$ cat config.mk
export PLATFORM = sky130hd
export DESIGN_NAME = rse_outq
export DESIGN_NICKNAME = d
export VERILOG_FILES = /design/src/hw/rtl/rse_pkg.sv /design/src/hw/rtl/rse_outq.sv
export SDC_FILE = /design/constraint.sdc
export NUM_CORES = 1
export LEC_CHECK = 0
export ABC_AREA = 1
export BUFFER_PORTS_ARGS = -buffer_cell sky130_fd_sc_hd__buf_2
export CORE_ASPECT_RATIO = 0.75
export CORE_UTILIZATION = 56
export DETAILED_ROUTE_END_ITERATION = 7
export PLACE_DENSITY = 0.78
export SYNTH_ARGS = -nofsm -noshare
export SYNTH_HDL_FRONTEND = slang
export SYNTH_SLANG_ARGS = --single-unit
$ cat constraint.sdc
create_clock -name clk -period 4.5 [get_ports clk]
set_input_delay 0.675 -clock clk [delete_from_list [all_inputs] [get_ports clk]]
set_output_delay 0.675 -clock clk [all_outputs]
set_load 0.1 [all_outputs]
$ cat src/hw/rtl/rse_pkg.sv
package rse_pkg;

  // table geometry
  localparam int CLUSTERS    = 16;
  localparam int ALPHABET    = 64;
  localparam int TABLE_DEPTH = CLUSTERS * ALPHABET;
  localparam int IDX_W       = $clog2(TABLE_DEPTH);

  // field widths
  localparam int REQ_W   = 2;
  localparam int CL_W    = 4;
  localparam int SYM_W   = 6;
  localparam int FREQ_W  = 13;
  localparam int START_W = 12;
  localparam int DATA_W  = 8;
  localparam int ST_W    = 2;
  localparam int CFG_W   = 5;
  localparam int ENTRY_W = FREQ_W + START_W;

  // coder arithmetic
  localparam int STATE_W      = 30;
  localparam int PREC_BITS    = 12;
  localparam int RENORM_SHIFT = 18;
  localparam int QUOT_W       = RENORM_SHIFT;
  localparam int REM_W        = FREQ_W;
  localparam int LIMIT_W      = STATE_W + 1;
  localparam int FLUSH_BYTES  = 4;
  localparam int STEP_W       = $clog2(QUOT_W);

  localparam logic [STATE_W-1:0] LOWER_BOUND = STATE_W'(1 << 22);
  localparam logic [FREQ_W-1:0]  PREC_TOTAL  = FREQ_W'(1 << PREC_BITS);

  // queue depths
  localparam int CMDQ_DEPTH = 2;
  localparam int CMDQ_PTR_W = $clog2(CMDQ_DEPTH);
  localparam int CMDQ_CNT_W = $clog2(CMDQ_DEPTH + 1);
  localparam int OUTQ_DEPTH = 4;
  localparam int OUTQ_PTR_W = $clog2(OUTQ_DEPTH);
  localparam int OUTQ_CNT_W = $clog2(OUTQ_DEPTH + 1);

  typedef enum logic [REQ_W-1:0] {
    REQ_LOAD   = 2'd0,
    REQ_ENCODE = 2'd1,
    REQ_FLUSH  = 2'd2,
    REQ_RSVD   = 2'd3
  } req_t;

  typedef enum logic [ST_W-1:0] {
    ST_OK          = 2'd0,
    ST_BAD_CLUSTER = 2'd1,
    ST_ZERO_FREQ   = 2'd2
  } status_t;

  typedef enum logic [1:0] {
    CMD_LOAD        = 2'd0,
    CMD_ENCODE      = 2'd1,
    CMD_FLUSH       = 2'd2,
    CMD_BAD_CLUSTER = 2'd3
  } cmd_kind_t;

  typedef struct packed {
    cmd_kind_t           kind;
    logic                sym_ok;
    logic [IDX_W-1:0]    idx;
    logic [FREQ_W-1:0]   freq;
    logic [START_W-1:0]  start;
  } cmd_t;

  typedef struct packed {
    logic valid;
    cmd_t cmd;
  } cmd_if_t;

  typedef struct packed {
    logic pop;
    logic clearing;
  } back_ctl_t;

  typedef struct packed {
    logic [DATA_W-1:0] data;
    status_t           status;
    logic              last;
  } result_t;

  typedef struct packed {
    logic    push;
    result_t res;
  } res_push_t;

endpackage

$ cat src/hw/rtl/rse_outq.sv
module rse_outq (
  input  logic                        clk,
  input  logic                        rst,
  input  rse_pkg::res_push_t          res_in,
  output logic                        outq_full,
  output logic                        empty,
  input  logic                        pop,
  output logic [rse_pkg::DATA_W-1:0]  out_byte,
  output logic [rse_pkg::ST_W-1:0]    status,
  output logic                        last
);

  rse_pkg::result_t               q [rse_pkg::OUTQ_DEPTH];
  logic [rse_pkg::OUTQ_PTR_W-1:0] wptr, rptr;
  logic [rse_pkg::OUTQ_CNT_W-1:0] count;
  logic                           wr, rd;

  assign outq_full = (count == rse_pkg::OUTQ_CNT_W'(rse_pkg::OUTQ_DEPTH));
  assign empty     = (count == '0);
  assign wr        = res_in.push && !outq_full;
  assign rd        = pop && !empty;

  always_ff @(posedge clk) begin
    if (rst) begin
      wptr  <= '0;
      rptr  <= '0;
      count <= '0;
    end else begin
      if (wr) begin
        wptr <= wptr + 1'b1;
      end
      if (rd) begin
        rptr <= rptr + 1'b1;
      end
      count <= count + rse_pkg::OUTQ_CNT_W'(wr) - rse_pkg::OUTQ_CNT_W'(rd);
    end
  end

  always_ff @(posedge clk) begin
    if (wr) begin
      q[wptr] <= res_in.res;
    end
  end

  assign out_byte = q[rptr].data;
  assign status   = rse_pkg::ST_W'(q[rptr].status);
  assign last     = q[rptr].last;

endmodule

==> metrics.md <==
| Metric | Value |
|---|---|
| Post-synthesis cell area | around 0.0021 mm^2 |
| #FFs+latches synth | 53 |
| CP max stage cell | dfxtp_1 |
| Crit. End Element | primary output |
| Synth-to-Final Area Change | 12.98% |
| DR top layer | met4 |
| Total Routing Usage GR | around 21% |
| Final hold slack | 497.9 ps |
| IO Pins | 28 |
| Worst VDD drop | 0.3932 mV |
| # diodes | 0 |
| DR vias/cell | between 5 and 6 |
| Hold Vio Cnt, Final | 0 |
| Dpl ws | approximately 2000 ps |
| Grt total ovfl | 0 |
| Layout cell share with drive strength beyond 1 | about a fifth |
| Final #Nets | 226 |
| DP HPWL | 2496 um |
| Total power | 1727 uW |
| Pwr/cell area | 717.3 mW/mm^2 |
| RR Startpoint | count[1] |
| Final clock skew | 7.066 ps |
| Post-route setup slack | 1692 ps |
| H-tree depth | 2 |
| Worst Setup Start Kind | flop |
| RD Place Congestion | 0.8373 |
| Clock latency reported for the late side of the worst-skew pair | around 300 ps |
| Max frequency | around 360 MHz |
| I/O Buffers | 27 |
| R2R depth | 9 |
| Sequential area share after synthesis | between 70% and 80% |
| Least-Margin Pin Slew | approximately 1100 ps |
| Initial core utilization | between 50% and 60% |
| Post CTS Setup Buffer Count | 0 |
| Leakage power figure | slightly above 0.0009 uW |
| Worst path top cell family by delay | flip-flops |
| Hold crit path type | reg2reg |
| Initial antenna violation count | 0 |
| Max clock buf depth | 2 |
| Final period util | a little over three fifths |
| Pins Over Slew Limit | 0 |
| Hold_sp | rptr[0] |
| Hold Path End | rptr[0] |
| Setup CP Type | reg2out |
| DRT Pass-1 Iters | 4 |
| RSZ-0062 raised after global routing | false |
| Root buffer cell | clkbuf_8 |
| Worst path required time | 3830 ps |
| Max-slew headroom | 29.06% |
| Synth Warn # | 0 |
| Post-route antenna net violation count | 0 |
| Drt wl/cell | 14.23 um |
| Drt total wl | around 3700 um |
| Max_cap viols | 0 |
| WP buf/inv | 2 |
| Hold buffer count at CTS | 0 |
| Via Count | 1357 |
| Crit path time final | 2808 ps |
| Largest net degree at the start of global routing | 24 |
| Die width | 73.23 um |
| M1 WL | 1652 um |
| Core Rows | 19 |
| Distinct cell type count after synthesis | 17 |
| Met2 wire length | 1772 um |
| Setup TNS | 0 ps |
| Routed wl met3 | 148 um |
| Synth Instances | approximately 180 |
| Layout fillers | 297 |
| Num Clock Sinks | 53 |
| Hold depth | 2 |
| Register-to-register path setup slack | roughly 2500 ps |
| Status | completed |
| Data arrival, critical path | 2130 ps |
| Critical path, cell by cell | inv_2 -> o21ai_0 -> o22ai_1 -> buf_2 |
| Slowest Stage Delay on Critical Path | 840 ps |
| DRT iter0 DRCs | ~110 |
| CTS resizes | 0 |
| Core box area | between 0.003 and 0.004 mm^2 |
| CTS tree | yes |
| First-pass GRT wire length | just over 6000 um |
| Final setup viols | 0 |
| Post-synth net total | 198 |
| Number of global-route vias before repair | 1310 |
| Final core occ | around two thirds |
| DRC | 0 |
| Reg clk slew, reported paths | 90 ps |
| Worst R2R End | count[2] |
| Critical-path maximum fanout | 23 |
| Die height | 55.42 um |
| Synth Area per Inst | 12.11 um^2 |
| Clock buffer count from CTS | 5 |
| Die area | ~0.004 mm^2 |
[worst register-to-register path, cell delays in order (launching register included)]
cell and delay (ps):
dfxtp_1 410, nor2_4 70, nand2_2 120, nand2_2 110, ha_1 290, inv_1 40, ha_1 190, fa_1 400
a21oi_1 170, nor2_1 80
[power breakdown]
part	switching [uW]	leakage, uW	internal (uW)
registers	52.1	0.000477	603
logic	615	0.000398	133
clock network	142	0.0000585	181
[synth_stat cells]
cell type | number | area share [%]
ha_1 | 6 | 3.5
o21ai_0 | 4 | 0.94
o21ai_1 | 18 | 4.2
a21oi_1 | 5 | 1.2
o22ai_1 | 11 | 3.2
edfxtp_1 | 44 | 62
inv_2 | 3 | 0.53
fa_1 | 1 | 0.94
inv_1 | 17 | 3.0
nand2_2 | 3 | 0.88
buf_4 | 4 | 1.4
buf_2 | 2 | 0.47
nand3_1 | 4 | 0.94
nor2_4 | 1 | 0.53
nand2_1 | 9 | 1.6
nor2_1 | 35 | 6.2
dfxtp_1 | 9 | 8.5
[routing by layer]
layer	vias to the layer above	track usage, %
li1	662	-
met1	653	28.04
met2	33	32.01
met3	9	4.745
met4	0	9.804
met5	-	0
[state kept, by name, summed over array words and instances, names as in the netlist, named ones only]
| register | cells |
|---|---|
| count | 3 |
| q | 44 |
| rptr | 2 |
| wptr | 2 |
[logic make-up (layout without fill, tap and decap cells)]
| group | Yosys count | after routing | share of synthesized area [%] |
|---|---|---|---|
| AOI/OAI and AO/OA | 38 | 38 | 9.572 |
| adders and majority gates | 7 | 7 | 4.463 |
| buffers and inverters | 26 | 55 | 5.402 |
| DFF | 53 | 53 | 70.46 |
| and+or+nand+nor | 52 | 52 | 10.10 |
[layout make-up]
| cell class | instances | area [um^2] | share of cell area, % |
|---|---|---|---|
| flip-flops and latches | 53 | 1501 | 62.37 |
| multi-input cells | 97 | 514.2 | 21.36 |
| repair buffers | 27 | 135.1 | 5.613 |
| clock buffers | 7 | 86.33 | 3.586 |
| inverters | 20 | 75.07 | 3.119 |
| well taps | 52 | 65.06 | 2.703 |
| clock inverters | 1 | 30.03 | 1.247 |
[placed cells by master, fill, tap and decap left out, types with 4 or more instances in the layout]
cell type,n
edfxtp_1,44
a21oi_1,5
dfxtp_1,9
inv_1,17
ha_1,6
buf_2,27
o22ai_1,11
nor2_1,35
nand2_1,9
clkbuf_8,6
o21ai_1,18
o21ai_0,4
nand3_1,4
[worst max path at each step]
stage	cells after the start	end	slack, ps
2_1_floorplan	4	last	1760
3_3_place_gp	4	out_byte[2]	2140
3_5_place_dp	4	out_byte[2]	2030
6_report	4	out_byte[2]	1690
5_1_grt	4	out_byte[6]	1540
4_1_cts	4	out_byte[2]	1700
[per-stage QoR]
| stage | cell area, um^2 | cells |
|---|---|---|
| CTS | 2407 | 257 |
| floorplan | 2131 | 176 |
| finish | 2407 | 257 |
| detailed placement | 2291 | 249 |
| global route | 2407 | 257 |
| global placement | 2291 | 249 |
Note: power is estimated with default switching activity, not from simulation.
